`src/design/b3atr_pkg.sv`:
```
`timescale 1ns / 1ps
// ----------------------------------------------------------------------------
// b3atr_pkg
// Shared constants, register codes and width helpers for the B3-spline
// a trous row filter.
// ----------------------------------------------------------------------------
package b3atr_pkg;

  localparam int unsigned MAX_ROW_LENGTH_DEF = 1024;
  localparam int unsigned MAX_STEP_SHIFT_DEF = 4;
  localparam int unsigned SAMPLE_WIDTH_DEF   = 24;

  localparam int unsigned ROW_LEN_W    = 11;
  localparam int unsigned NUM_ROWS_W   = 17;
  localparam int unsigned STEP_SHIFT_W = 3;
  localparam int unsigned CFG_DATA_W   = 17;
  localparam int unsigned CFG_IDX_W    = 2;
  localparam int unsigned ROW_W        = 16;

  // entries in the queue between front and back end
  localparam int unsigned JOB_Q_DEPTH = 4;

  localparam logic [ROW_LEN_W-1:0]    ROW_LENGTH_RST = 11'd1024;
  localparam logic [NUM_ROWS_W-1:0]   NUM_ROWS_RST   = 17'd1;
  localparam logic [STEP_SHIFT_W-1:0] STEP_SHIFT_RST = 3'd0;
  localparam logic [NUM_ROWS_W-1:0]   MAX_ROWS       = 17'd65536;

  typedef enum logic [CFG_IDX_W-1:0] {
    CFG_ROW_LENGTH = 2'd0,
    CFG_NUM_ROWS   = 2'd1,
    CFG_STEP_SHIFT = 2'd2
  } cfg_reg_t;

  // bits for a column or an effective row length (may be raised to 4*step+1)
  function automatic int unsigned len_w(int unsigned max_len, int unsigned max_shift);
    int unsigned span;
    span = 4 * (1 << max_shift) + 1;
    return $clog2(((max_len > span) ? max_len : span) + 1);
  endfunction

  // window address bits: kernel span, one flush run of new-row samples and
  // every queued entry must fit without overwriting a tap still to be read
  function automatic int unsigned win_addr_w(int unsigned max_shift);
    return $clog2(6 * (1 << max_shift) + JOB_Q_DEPTH + 2);
  endfunction

  function automatic int unsigned job_w(int unsigned max_len, int unsigned max_shift);
    return win_addr_w(max_shift) + 2 * len_w(max_len, max_shift) + (max_shift + 1)
           + ROW_W + 3;
  endfunction

endpackage

```
`src/design/b3_spline_atrous_row_filter.sv`:
```
`timescale 1ns / 1ps
// ----------------------------------------------------------------------------
// b3_spline_atrous_row_filter
// Row filter with the dilated B3-spline kernel (1 4 6 4 1)/16 and mirrored
// borders. Every result carries its position and row for a transposed store.
//
//   channel | ports                                   | handshake
//   --------+-----------------------------------------+-----------------
//   input   | in_sample                               | in_valid/in_ready
//   result  | out_value, out_position, out_row_index, | out_valid/out_ready
//           | out_last_in_run, out_last_of_image      |
//   config  | cfg_index, cfg_data                     | cfg_we, no wait
//
// a sample that causes no result is written to the window and queues no job
// each result takes five window reads through the single read port, the last
// add and the output register in the back end, after its job is taken when idle
// the last sample of a row causes 2*step+1 results, the others at most one
// input stalls when the four-entry job queue is full or a register is written
// synchronous active-low reset; window memory needs no clearing pass
// ----------------------------------------------------------------------------
module b3_spline_atrous_row_filter import b3atr_pkg::*; #(
  parameter int unsigned MAX_ROW_LENGTH = MAX_ROW_LENGTH_DEF,
  parameter int unsigned MAX_STEP_SHIFT = MAX_STEP_SHIFT_DEF,
  parameter int unsigned SAMPLE_WIDTH   = SAMPLE_WIDTH_DEF,
  localparam int unsigned POS_W = $clog2(MAX_ROW_LENGTH)
) (
  input  logic                    clk,
  input  logic                    rst_n,
  input  logic                    cfg_we,
  input  logic [CFG_IDX_W-1:0]    cfg_index,
  input  logic [CFG_DATA_W-1:0]   cfg_data,
  input  logic                    in_valid,
  output logic                    in_ready,
  input  logic [SAMPLE_WIDTH-1:0] in_sample,
  output logic                    out_valid,
  input  logic                    out_ready,
  output logic [SAMPLE_WIDTH-1:0] out_value,
  output logic [POS_W-1:0]        out_position,
  output logic [ROW_W-1:0]        out_row_index,
  output logic                    out_last_in_run,
  output logic                    out_last_of_image
);

  localparam int unsigned WAW   = win_addr_w(MAX_STEP_SHIFT);
  localparam int unsigned JOB_W = job_w(MAX_ROW_LENGTH, MAX_STEP_SHIFT);

  logic                    q_full;
  logic                    q_empty;
  logic                    q_push;
  logic                    q_pop;
  logic [JOB_W-1:0]        q_job_in;
  logic [JOB_W-1:0]        q_job_out;
  logic                    mem_we;
  logic [WAW-1:0]          mem_waddr;
  logic [SAMPLE_WIDTH-1:0] mem_wdata;

  b3atr_front #(
    .MAX_ROW_LENGTH (MAX_ROW_LENGTH),
    .MAX_STEP_SHIFT (MAX_STEP_SHIFT),
    .SAMPLE_WIDTH   (SAMPLE_WIDTH)
  ) u_front (
    .clk       (clk),
    .rst_n     (rst_n),
    .cfg_we    (cfg_we),
    .cfg_index (cfg_index),
    .cfg_data  (cfg_data),
    .in_valid  (in_valid),
    .in_ready  (in_ready),
    .in_sample (in_sample),
    .q_full    (q_full),
    .q_push    (q_push),
    .q_job     (q_job_in),
    .mem_we    (mem_we),
    .mem_waddr (mem_waddr),
    .mem_wdata (mem_wdata)
  );

  b3atr_fifo #(
    .WIDTH (JOB_W),
    .DEPTH (JOB_Q_DEPTH)
  ) u_fifo (
    .clk   (clk),
    .rst_n (rst_n),
    .push  (q_push),
    .din   (q_job_in),
    .pop   (q_pop),
    .dout  (q_job_out),
    .empty (q_empty),
    .full  (q_full)
  );

  b3atr_back #(
    .MAX_ROW_LENGTH (MAX_ROW_LENGTH),
    .MAX_STEP_SHIFT (MAX_STEP_SHIFT),
    .SAMPLE_WIDTH   (SAMPLE_WIDTH)
  ) u_back (
    .clk               (clk),
    .rst_n             (rst_n),
    .mem_we            (mem_we),
    .mem_waddr         (mem_waddr),
    .mem_wdata         (mem_wdata),
    .q_empty           (q_empty),
    .q_job             (q_job_out),
    .q_pop             (q_pop),
    .out_valid         (out_valid),
    .out_ready         (out_ready),
    .out_value         (out_value),
    .out_position      (out_position),
    .out_row_index     (out_row_index),
    .out_last_in_run   (out_last_in_run),
    .out_last_of_image (out_last_of_image)
  );

  // the end of an image is always the end of a flush run
  a_image_end_closes_run: assert property (@(posedge clk) disable iff (!rst_n)
    out_valid && out_last_of_image |-> out_last_in_run)
    else $error("last_of_image without last_in_run");

  // results of one run all belong to the same row
  a_run_keeps_row: assert property (@(posedge clk) disable iff (!rst_n)
    out_valid && out_ready && !out_last_in_run |=> $stable(out_row_index))
    else $error("row index changed inside a run");

  // the front end must never push into a full job queue
  a_no_push_when_full: assert property (@(posedge clk) disable iff (!rst_n)
    q_push |-> !q_full)
    else $error("job pushed into full queue");

endmodule

```
`src/design/b3atr_fifo.sv`:
```
`timescale 1ns / 1ps
// ----------------------------------------------------------------------------
// b3atr_fifo
// Small first-in first-out queue of filter jobs between front and back end.
// ----------------------------------------------------------------------------
module b3atr_fifo import b3atr_pkg::*; #(
  parameter int unsigned WIDTH = 8,
  parameter int unsigned DEPTH = JOB_Q_DEPTH,
  localparam int unsigned AW   = (DEPTH > 1) ? $clog2(DEPTH) : 1,
  localparam int unsigned CNTW = $clog2(DEPTH + 1)
) (
  input  logic             clk,
  input  logic             rst_n,
  input  logic             push,
  input  logic [WIDTH-1:0] din,
  input  logic             pop,
  output logic [WIDTH-1:0] dout,
  output logic             empty,
  output logic             full
);

  logic [WIDTH-1:0] mem_r [DEPTH];
  logic [AW-1:0]    rd_ptr_r;
  logic [AW-1:0]    wr_ptr_r;
  logic [CNTW-1:0]  cnt_r;
  logic             do_push;
  logic             do_pop;

  assign empty   = (cnt_r == '0);
  assign full    = (cnt_r == CNTW'(DEPTH));
  assign dout    = mem_r[rd_ptr_r];
  assign do_push = push && !full;
  assign do_pop  = pop && !empty;

  always_ff @(posedge clk) begin
    if (do_push) begin
      mem_r[wr_ptr_r] <= din;
    end
  end

  always_ff @(posedge clk) begin
    if (!rst_n) begin
      rd_ptr_r <= '0;
      wr_ptr_r <= '0;
      cnt_r    <= '0;
    end else begin
      if (do_push) begin
        wr_ptr_r <= (wr_ptr_r == AW'(DEPTH - 1)) ? '0 : wr_ptr_r + 1'b1;
      end
      if (do_pop) begin
        rd_ptr_r <= (rd_ptr_r == AW'(DEPTH - 1)) ? '0 : rd_ptr_r + 1'b1;
      end
      if (do_push && !do_pop) begin
        cnt_r <= cnt_r + 1'b1;
      end else if (do_pop && !do_push) begin
        cnt_r <= cnt_r - 1'b1;
      end
    end
  end

endmodule

```
`src/design/b3atr_front.sv`:
```
`timescale 1ns / 1ps
// ----------------------------------------------------------------------------
// b3atr_front
// Configuration registers, column and row tracking. Writes each sample into
// the window and queues a job for every sample that causes results.
// ----------------------------------------------------------------------------
module b3atr_front import b3atr_pkg::*; #(
  parameter int unsigned MAX_ROW_LENGTH = MAX_ROW_LENGTH_DEF,
  parameter int unsigned MAX_STEP_SHIFT = MAX_STEP_SHIFT_DEF,
  parameter int unsigned SAMPLE_WIDTH   = SAMPLE_WIDTH_DEF,
  localparam int unsigned LW    = len_w(MAX_ROW_LENGTH, MAX_STEP_SHIFT),
  localparam int unsigned SHW   = MAX_STEP_SHIFT + 1,
  localparam int unsigned WAW   = win_addr_w(MAX_STEP_SHIFT),
  localparam int unsigned JOB_W = job_w(MAX_ROW_LENGTH, MAX_STEP_SHIFT)
) (
  input  logic                    clk,
  input  logic                    rst_n,
  input  logic                    cfg_we,
  input  logic [CFG_IDX_W-1:0]    cfg_index,
  input  logic [CFG_DATA_W-1:0]   cfg_data,
  input  logic                    in_valid,
  output logic                    in_ready,
  input  logic [SAMPLE_WIDTH-1:0] in_sample,
  input  logic                    q_full,
  output logic                    q_push,
  output logic [JOB_W-1:0]        q_job,
  output logic                    mem_we,
  output logic [WAW-1:0]          mem_waddr,
  output logic [SAMPLE_WIDTH-1:0] mem_wdata
);

  typedef struct packed {
    logic [WAW-1:0]   ptr;
    logic [LW-1:0]    col;
    logic [SHW-1:0]   step;
    logic [LW-1:0]    len;
    logic [ROW_W-1:0] row;
    logic             last_row;
    logic             emit_main;
    logic             end_row;
  } job_t;

  logic [ROW_LEN_W-1:0]    row_length_r;
  logic [NUM_ROWS_W-1:0]   num_rows_r;
  logic [STEP_SHIFT_W-1:0] step_shift_r;
  logic [LW-1:0]           col_r;
  logic [ROW_W-1:0]        row_r;
  logic [WAW-1:0]          ptr_r;

  logic [STEP_SHIFT_W-1:0] shift_sat;
  logic [SHW-1:0]          step;
  logic [31:0]             len_sat;
  logic [31:0]             len_min;
  logic [31:0]             len32;
  logic [LW-1:0]           len;
  logic [NUM_ROWS_W-1:0]   rows_eff;
  logic [NUM_ROWS_W-1:0]   row_inc;
  logic                    last_row;
  logic                    end_row;
  logic                    emit_main;
  logic                    accept;
  job_t                    job_d;

  always_comb begin
    shift_sat = (32'(step_shift_r) > MAX_STEP_SHIFT) ? STEP_SHIFT_W'(MAX_STEP_SHIFT)
                                                     : step_shift_r;
    step      = SHW'(1) << shift_sat;
    len_sat   = (32'(row_length_r) > MAX_ROW_LENGTH) ? 32'(MAX_ROW_LENGTH)
                                                     : 32'(row_length_r);
    len_min   = (32'(step) << 2) + 32'd1;
    len32     = (len_sat < len_min) ? len_min : len_sat;
    len       = len32[LW-1:0];

    if (num_rows_r == '0) begin
      rows_eff = NUM_ROWS_W'(1);
    end else if (num_rows_r > MAX_ROWS) begin
      rows_eff = MAX_ROWS;
    end else begin
      rows_eff = num_rows_r;
    end
    row_inc   = {1'b0, row_r} + 1'b1;
    last_row  = (row_inc >= rows_eff);
    end_row   = (col_r >= len - 1'b1);
    emit_main = (col_r >= (LW'(step) << 1));
  end

  // no transfer while a register is being written
  assign in_ready  = !q_full && !cfg_we;
  assign accept    = in_valid && in_ready;
  assign mem_we    = accept;
  assign mem_waddr = ptr_r;
  assign mem_wdata = in_sample;
  assign q_push    = accept && (emit_main || end_row);

  always_comb begin
    job_d.ptr       = ptr_r;
    job_d.col       = col_r;
    job_d.step      = step;
    job_d.len       = len;
    job_d.row       = row_r;
    job_d.last_row  = last_row;
    job_d.emit_main = emit_main;
    job_d.end_row   = end_row;
  end

  assign q_job = job_d;

  always_ff @(posedge clk) begin
    if (!rst_n) begin
      row_length_r <= ROW_LENGTH_RST;
      num_rows_r   <= NUM_ROWS_RST;
      step_shift_r <= STEP_SHIFT_RST;
      col_r        <= '0;
      row_r        <= '0;
      ptr_r        <= '0;
    end else if (cfg_we) begin
      // a new length or spacing restarts the current row
      unique case (cfg_index)
        CFG_ROW_LENGTH: begin
          row_length_r <= cfg_data[ROW_LEN_W-1:0];
          col_r        <= '0;
        end
        CFG_NUM_ROWS: begin
          num_rows_r <= cfg_data[NUM_ROWS_W-1:0];
        end
        CFG_STEP_SHIFT: begin
          step_shift_r <= cfg_data[STEP_SHIFT_W-1:0];
          col_r        <= '0;
        end
        default: begin
        end
      endcase
    end else if (accept) begin
      ptr_r <= ptr_r + 1'b1;
      if (end_row) begin
        col_r <= '0;
        row_r <= last_row ? '0 : row_inc[ROW_W-1:0];
      end else begin
        col_r <= col_r + 1'b1;
      end
    end
  end

endmodule

```
`src/design/b3atr_back.sv`:
```
`timescale 1ns / 1ps
// ----------------------------------------------------------------------------
// b3atr_back
// Sample window memory and filter engine. Takes queued jobs and produces
// each result from five window reads through one read port.
// ----------------------------------------------------------------------------
module b3atr_back import b3atr_pkg::*; #(
  parameter int unsigned MAX_ROW_LENGTH = MAX_ROW_LENGTH_DEF,
  parameter int unsigned MAX_STEP_SHIFT = MAX_STEP_SHIFT_DEF,
  parameter int unsigned SAMPLE_WIDTH   = SAMPLE_WIDTH_DEF,
  localparam int unsigned LW    = len_w(MAX_ROW_LENGTH, MAX_STEP_SHIFT),
  localparam int unsigned SHW   = MAX_STEP_SHIFT + 1,
  localparam int unsigned WAW   = win_addr_w(MAX_STEP_SHIFT),
  localparam int unsigned JOB_W = job_w(MAX_ROW_LENGTH, MAX_STEP_SHIFT),
  localparam int unsigned POS_W = $clog2(MAX_ROW_LENGTH)
) (
  input  logic                    clk,
  input  logic                    rst_n,
  input  logic                    mem_we,
  input  logic [WAW-1:0]          mem_waddr,
  input  logic [SAMPLE_WIDTH-1:0] mem_wdata,
  input  logic                    q_empty,
  input  logic [JOB_W-1:0]        q_job,
  output logic                    q_pop,
  output logic                    out_valid,
  input  logic                    out_ready,
  output logic [SAMPLE_WIDTH-1:0] out_value,
  output logic [POS_W-1:0]        out_position,
  output logic [ROW_W-1:0]        out_row_index,
  output logic                    out_last_in_run,
  output logic                    out_last_of_image
);

  localparam int unsigned TW    = LW + 2;
  localparam int unsigned ACC_W = SAMPLE_WIDTH + 4;
  localparam int unsigned DEPTH = 1 << WAW;

  localparam logic [2:0] TAP_FAR_L  = 3'd0;
  localparam logic [2:0] TAP_NEAR_L = 3'd1;
  localparam logic [2:0] TAP_CENTRE = 3'd2;
  localparam logic [2:0] TAP_NEAR_R = 3'd3;
  localparam logic [2:0] TAP_FAR_R  = 3'd4;

  typedef struct packed {
    logic [WAW-1:0]   ptr;
    logic [LW-1:0]    col;
    logic [SHW-1:0]   step;
    logic [LW-1:0]    len;
    logic [ROW_W-1:0] row;
    logic             last_row;
    logic             emit_main;
    logic             end_row;
  } job_t;

  typedef enum logic [1:0] {S_IDLE, S_TAP, S_LAST, S_OUT} state_t;

  logic [SAMPLE_WIDTH-1:0] win_mem [DEPTH];
  logic [SAMPLE_WIDTH-1:0] rd_data_r;
  logic [WAW-1:0]          rd_addr;

  state_t                  state_r;
  job_t                    job_r;
  job_t                    head;
  logic [LW-1:0]           x_r;
  logic                    flush_r;
  logic [2:0]              k_r;
  logic                    pend_r;
  logic [2:0]              pend_k_r;
  logic [ACC_W-1:0]        sum_r;
  logic                    out_valid_r;
  logic [SAMPLE_WIDTH-1:0] out_value_r;
  logic [POS_W-1:0]        out_position_r;
  logic [ROW_W-1:0]        out_row_index_r;
  logic                    out_last_in_run_r;
  logic                    out_last_of_image_r;

  logic signed [TW-1:0]    t_s;
  logic signed [TW-1:0]    r_s;
  logic [TW-1:0]           col_back;
  logic [ACC_W-1:0]        rd_ext;
  logic [ACC_W-1:0]        wdata;
  logic [ACC_W-1:0]        sum_rnd;
  logic [LW-1:0]           two_step;
  logic                    last_out;
  logic                    slot_free;

  assign head = q_job;

  // window memory: one write port from the front end, one registered read port
  always_ff @(posedge clk) begin
    if (mem_we) begin
      win_mem[mem_waddr] <= mem_wdata;
    end
    rd_data_r <= win_mem[rd_addr];
  end

  // tap column with half-sample mirroring, then its place in the window
  always_comb begin
    t_s = signed'(TW'(x_r)) + signed'(TW'(k_r) * TW'(job_r.step))
          - signed'(TW'({job_r.step, 1'b0}));
    if (t_s < 0) begin
      r_s = -t_s - TW'(1);
    end else if (t_s >= signed'(TW'(job_r.len))) begin
      r_s = signed'(TW'({job_r.len, 1'b0})) - t_s - TW'(1);
    end else begin
      r_s = t_s;
    end
    if (r_s < 0) begin
      r_s = '0;
    end
    col_back = TW'(job_r.col) - TW'(r_s);
    rd_addr  = job_r.ptr - col_back[WAW-1:0];
  end

  // kernel weights 1 4 6 4 1 as shifts and adds
  always_comb begin
    rd_ext = ACC_W'(rd_data_r);
    case (pend_k_r) inside
      TAP_FAR_L, TAP_FAR_R:   wdata = rd_ext;
      TAP_NEAR_L, TAP_NEAR_R: wdata = rd_ext << 2;
      TAP_CENTRE:             wdata = (rd_ext << 2) + (rd_ext << 1);
      default:                wdata = '0;
    endcase
  end

  always_comb begin
    two_step  = LW'({job_r.step, 1'b0});
    last_out  = flush_r ? (x_r == job_r.len - 1'b1) : !job_r.end_row;
    sum_rnd   = sum_r + ACC_W'(8);
    slot_free = !out_valid_r || out_ready;
  end

  assign q_pop = (state_r == S_IDLE) && !q_empty;

  always_ff @(posedge clk) begin
    if (!rst_n) begin
      state_r     <= S_IDLE;
      k_r         <= TAP_FAR_L;
      pend_r      <= 1'b0;
      flush_r     <= 1'b0;
      out_valid_r <= 1'b0;
    end else begin
      // in S_OUT a new result takes the place of the one leaving
      if (out_valid_r && out_ready && (state_r != S_OUT)) begin
        out_valid_r <= 1'b0;
      end
      unique case (state_r)
        S_IDLE: begin
          if (!q_empty) begin
            job_r   <= head;
            flush_r <= !head.emit_main;
            x_r     <= head.emit_main ? head.col - LW'({head.step, 1'b0})
                                      : head.len - LW'({head.step, 1'b0});
            k_r     <= TAP_FAR_L;
            sum_r   <= '0;
            state_r <= S_TAP;
          end
        end
        S_TAP: begin
          // read data is registered and arrives in the cycle after its address
          if (pend_r) begin
            sum_r <= sum_r + wdata;
          end
          pend_r   <= 1'b1;
          pend_k_r <= k_r;
          if (k_r == TAP_FAR_R) begin
            state_r <= S_LAST;
          end else begin
            k_r <= k_r + 1'b1;
          end
        end
        S_LAST: begin
          sum_r   <= sum_r + wdata;
          pend_r  <= 1'b0;
          state_r <= S_OUT;
        end
        S_OUT: begin
          if (slot_free) begin
            out_valid_r         <= 1'b1;
            out_value_r         <= sum_rnd[ACC_W-1:4];
            out_position_r      <= x_r[POS_W-1:0];
            out_row_index_r     <= job_r.row;
            out_last_in_run_r   <= last_out;
            out_last_of_image_r <= job_r.last_row && (x_r == job_r.len - 1'b1);
            sum_r               <= '0;
            k_r                 <= TAP_FAR_L;
            if (last_out) begin
              state_r <= S_IDLE;
            end else begin
              x_r     <= flush_r ? x_r + 1'b1 : job_r.len - two_step;
              flush_r <= 1'b1;
              state_r <= S_TAP;
            end
          end
        end
        default: begin
          state_r <= S_IDLE;
        end
      endcase
    end
  end

  assign out_valid         = out_valid_r;
  assign out_value         = out_value_r;
  assign out_position      = out_position_r;
  assign out_row_index     = out_row_index_r;
  assign out_last_in_run   = out_last_in_run_r;
  assign out_last_of_image = out_last_of_image_r;

endmodule

```
`config.mk`:
```
export PLATFORM = sky130hd
export DESIGN_NAME = b3_spline_atrous_row_filter
export DESIGN_NICKNAME = d
export VERILOG_FILES = /design/src/design/b3atr_pkg.sv /design/src/design/b3_spline_atrous_row_filter.sv /design/src/design/b3atr_fifo.sv /design/src/design/b3atr_front.sv /design/src/design/b3atr_back.sv
export SDC_FILE = /design/constraint.sdc
export NUM_CORES = 2
export LEC_CHECK = 0
export BUFFER_PORTS_ARGS = -buffer_cell sky130_fd_sc_hd__buf_4
export CAP_MARGIN = 20
export CORE_ASPECT_RATIO = 1.25
export CORE_MARGIN = 8
export CORE_UTILIZATION = 68
export CTS_CLUSTER_SIZE = 25
export DETAILED_ROUTE_END_ITERATION = 10
export PLACE_DENSITY_LB_ADDON = 0.05
export SLEW_MARGIN = 10
export SYNTH_ARGS = -nofsm -noshare
export SYNTH_HDL_FRONTEND = slang
export SYNTH_HIERARCHICAL = 1
export SYNTH_SLANG_ARGS = --single-unit
```
`constraint.sdc`:
```
create_clock -name clk -period 14.8 [get_ports clk]
set_input_delay 2.96 -clock clk [delete_from_list [all_inputs] [get_ports clk]]
set_output_delay 2.96 -clock clk [all_outputs]
set_load 0.01 [all_outputs]
```
==> metrics.md <==
| Metric | Value |
|---|---|
| Status | finished, final reports clean |
| Synth cell types | 83 |
| Slowest CP cell | fa_4 |
| Most used cell, CP | inv_1 |
| Final Skew | 0.0447 ns |
| Avg Cell Area, Syn | roughly 21 sq um |
| Inst Count DP | between 9000 and 10000 |
| Clock root buffer | clkbuf_16 |
| Via count | approximately 70000 |
| HP Start | u_back/job_r[17]$_DFFE_PP_ |
| Worst slew margin | between 20% and 30% |
| Post-DP HPWL | around 200 mm |
| Met2 wire len | between 150 and 200 mm |
| Final #Nets | between 7000 and 8000 |
| Top Ports | slightly above 100 |
| Cells after Synth | about 6600 |
| RSZ-0062 raised after global routing | no |
| Port buffer count | slightly above 100 |
| H-tree Lvls | 5 |
| Cts bufs inserted | 332 |
| CP startpoint | u_back/k_r[1]$_SDFFE_PN0P_ |
| Final-report hold violation count | 0 |
| WL final | between 300 and 400 mm |
| Top Metal Used | met5 |
| Clock Latency Late Sink | just under 0.9 ns |
| Reg clk slew, reported paths | about 0.06 ns |
| WP data arrival | approximately 11 ns |
| Yosys top cell area share | between 70% and 80% |
| Initial DRC Count | between 9000 and 10000 |
| CTS tree | yes |
| Met3 Wirelength | approximately 34 mm |
| Slew Limit Fails | 0 |
| Max Cap Viol | 0 |
| Max FO, Critical Path | between 100 and 150 |
| Initial antenna violation count | 38 |
| Min Tclk post-route | ~11 ns |
| Post-CTS Setup Inserts | 0 |
| Die width | ~420 microns |
| Number of global-route vias before repair | a little over 70000 |
| WL met1 | about 120 mm |
| Setup-failing EPs final | 0 |
| Core area | approximately 0.21 sq mm |
| Seq/Total Area, Yosys | between 70% and 80% |
| EDFF count, synth | around 3400 |
| FF-to-FF Start | u_back/k_r[1]$_SDFFE_PN0P_ |
| Largest net degree at the start of global routing | about 130 |
| Gr ovfl total | 0 |
| Top cells by count, synth | edfxtp_1, mux4_2, nor2_1 |
| Clk buf depth | 4 |
| Setup crit end | u_back/rd_data_r[22]$_DFF_P_ |
| Starting Density | 68.3% |
| Tot GR Track Use | 31.6% |
| Internal reg-to-reg setup slack | 4.07 ns |
| Cts hold-fix bufs | 0 |
| # fillers | 10700 |
| Gpl congestion | between 0.8 and 0.9 |
| DRC violations left | 0 |
| Net Count, Synth | 6855 |
| Synthesized area | ~0.14 sq mm |
| # clock sinks | approximately 3500 |
| Max Fclk | between 90 and 100 MHz |
| CP Class | reg -> reg |
| Crit. End Element | register |
| Post-CTS sizing | 0 |
| Yosys warning count | 6 |
| Yosys reg bits | between 3000 and 4000 |
| FP Rows | 187 |
| R2r endpoint | u_back/rd_data_r[22]$_DFF_P_ |
| Crit path depth | 33 |
| Detail Route Antenna Nets | 0 |
| Die Height | 526 microns |
| Asr flop ratio synth | 0% |
| Routed WL per cell | around 36 microns |
| Worst setup SP type | register |
| Fin cells | about 10000 |
| First-pass iteration count of the detailed router | 6 |
| Layout cells sized above 1 | 28.1% |
| Most common cell in the netlist | edfxtp_1 |
| FF/Latch Area | ~0.11 sq mm |
| Multi-input combinational cell area | between 0.03 and 0.04 sq mm |
| CP max stage delay | ~1.4 ns |
| Bufs and invs on worst path | 7 |
| Top FF cell, synth | edfxtp_1 |
| Worst EP required | between 15 and 20 ns |
| Area leader, netlist | edfxtp_1 |
| Largest cells by area after synthesis | edfxtp_1, mux4_2, dfxtp_1 |
| First-pass GRT wire length | slightly above 500 mm |
| Worst Tran Pin Value | around 1.2 ns |
| Vias/cell | approximately 7.1 |
| Layout area overhead | 11.0% |
| Fin crit share | between 70 and 80% |
| R2R cell count | 33 |
| Worst path top cell family by delay | adder cells |
| Die ar. | roughly 0.22 sq mm |
| Hold/Removal Path Class | reg -> reg |
| Fin Setup TNS | 0 ns |
through the flow:
step	cell area (sq um)	setup slack [ns]	util, %	hold WS [ns]
after floorplan	142000	6.32	-	0.400
after global placement	146000	4.22	70.5	0.404
after detailed placement	146000	4.20	70.6	0.407
after CTS	157000	4.15	75.7	0.422
after global routing	157000	3.65	75.8	0.439
final	157000	4.07	75.8	0.424
how the worst min path moves through the flow:
stage / cells after the start / endpoint / slack (ns)
after floorplan: 0 / u_back/out_row_index[0]$_DFFE_PP_ / 0.40
after global placement: 0 / u_back/out_row_index[14]$_DFFE_PP_ / 0.40
after detailed placement: 0 / u_back/out_row_index[12]$_DFFE_PP_ / 0.41
after CTS: 0 / u_back/out_row_index[14]$_DFFE_PP_ / 0.42
after global routing: 0 / u_back/out_row_index[4]$_DFFE_PP_ / 0.44
final: 0 / u_back/out_row_index[14]$_DFFE_PP_ / 0.42
final cells by class:
type	instances	area share, %
Sequential cell	3532	66.7
Multi-Input combinational cell	2612	22.5
Clock buffer	410	5.62
Tap cell	2740	2.18
Timing Repair Buffer	261	1.42
Clock inverter	192	1.22
Inverter	137	0.328
Antenna cell	17	0.0270
state kept, by name, indices dropped and copies added (netlist names), 2 cells and up, named ones only:
signal,cells
u_back/job_r,48
u_back/k_r,3
u_back/out_position,10
u_back/out_row_index,16
u_back/out_value,24
u_back/pend_k_r,3
u_back/rd_data_r,24
u_back/state_r,2
u_back/sum_r,28
u_back/win_mem,3072
u_back/x_r,11
u_fifo/cnt_r,3
u_fifo/mem_r,212
u_fifo/rd_ptr_r,2
u_fifo/wr_ptr_r,2
u_front/col_r,11
u_front/mem_waddr,7
u_front/num_rows_r,17
u_front/row_length_r,11
u_front/row_r,16
u_front/step_shift_r,3
worst register-to-register path, delay by kind of cell (launching register included):
kind                       cells  cell delay (ns)
adders and majority gates      8             3.65
muxes                          5             2.48
AOI/OAI and AO/OA             10             2.00
buffers and inverters          7             1.61
DFF                            1             0.42
and+or+nand+nor                2             0.24
xor gates and xnor gates       1             0.22
per-layer routing:
metal,global-route usage (%),vias to the layer above
met5,0,-
met4,15.7,28
met3,6.10,814
met2,52.0,4292
met1,41.3,37100
li1,-,28000
cells by family after synthesis:
kind of cell / count (synthesis) / synth area share [%]
other: 1 / 0.00265
DFF: 3532 / 74.1
adders and majority gates: 192 / 1.83
AOI/OAI and AO/OA: 410 / 1.93
and+or+nand+nor: 747 / 2.46
xor gates and xnor gates: 137 / 0.860
buffers and inverters: 471 / 1.50
muxes: 1125 / 17.4
placed cells by master (no fill, tap or decap), drive strengths merged, types with 32 or more instances in the layout:
master / instances
a21boi: 32
nor2b: 49
clkbuf: 410
a21o: 32
dfxtp: 106
mux4: 1061
xnor2: 85
nor2: 229
a21oi: 81
o21ai: 96
xor2: 52
buf: 261
ha: 167
edfxtp: 3426
inv: 146
clkinv: 139
nand2: 218
nand3: 61
mux2: 32
bufinv: 35
mux2i: 32
nor3: 37
Power is left out: the tool's default activity adds up to more than one toggle a clock period on the data nets, which glitch-free logic cannot reach.
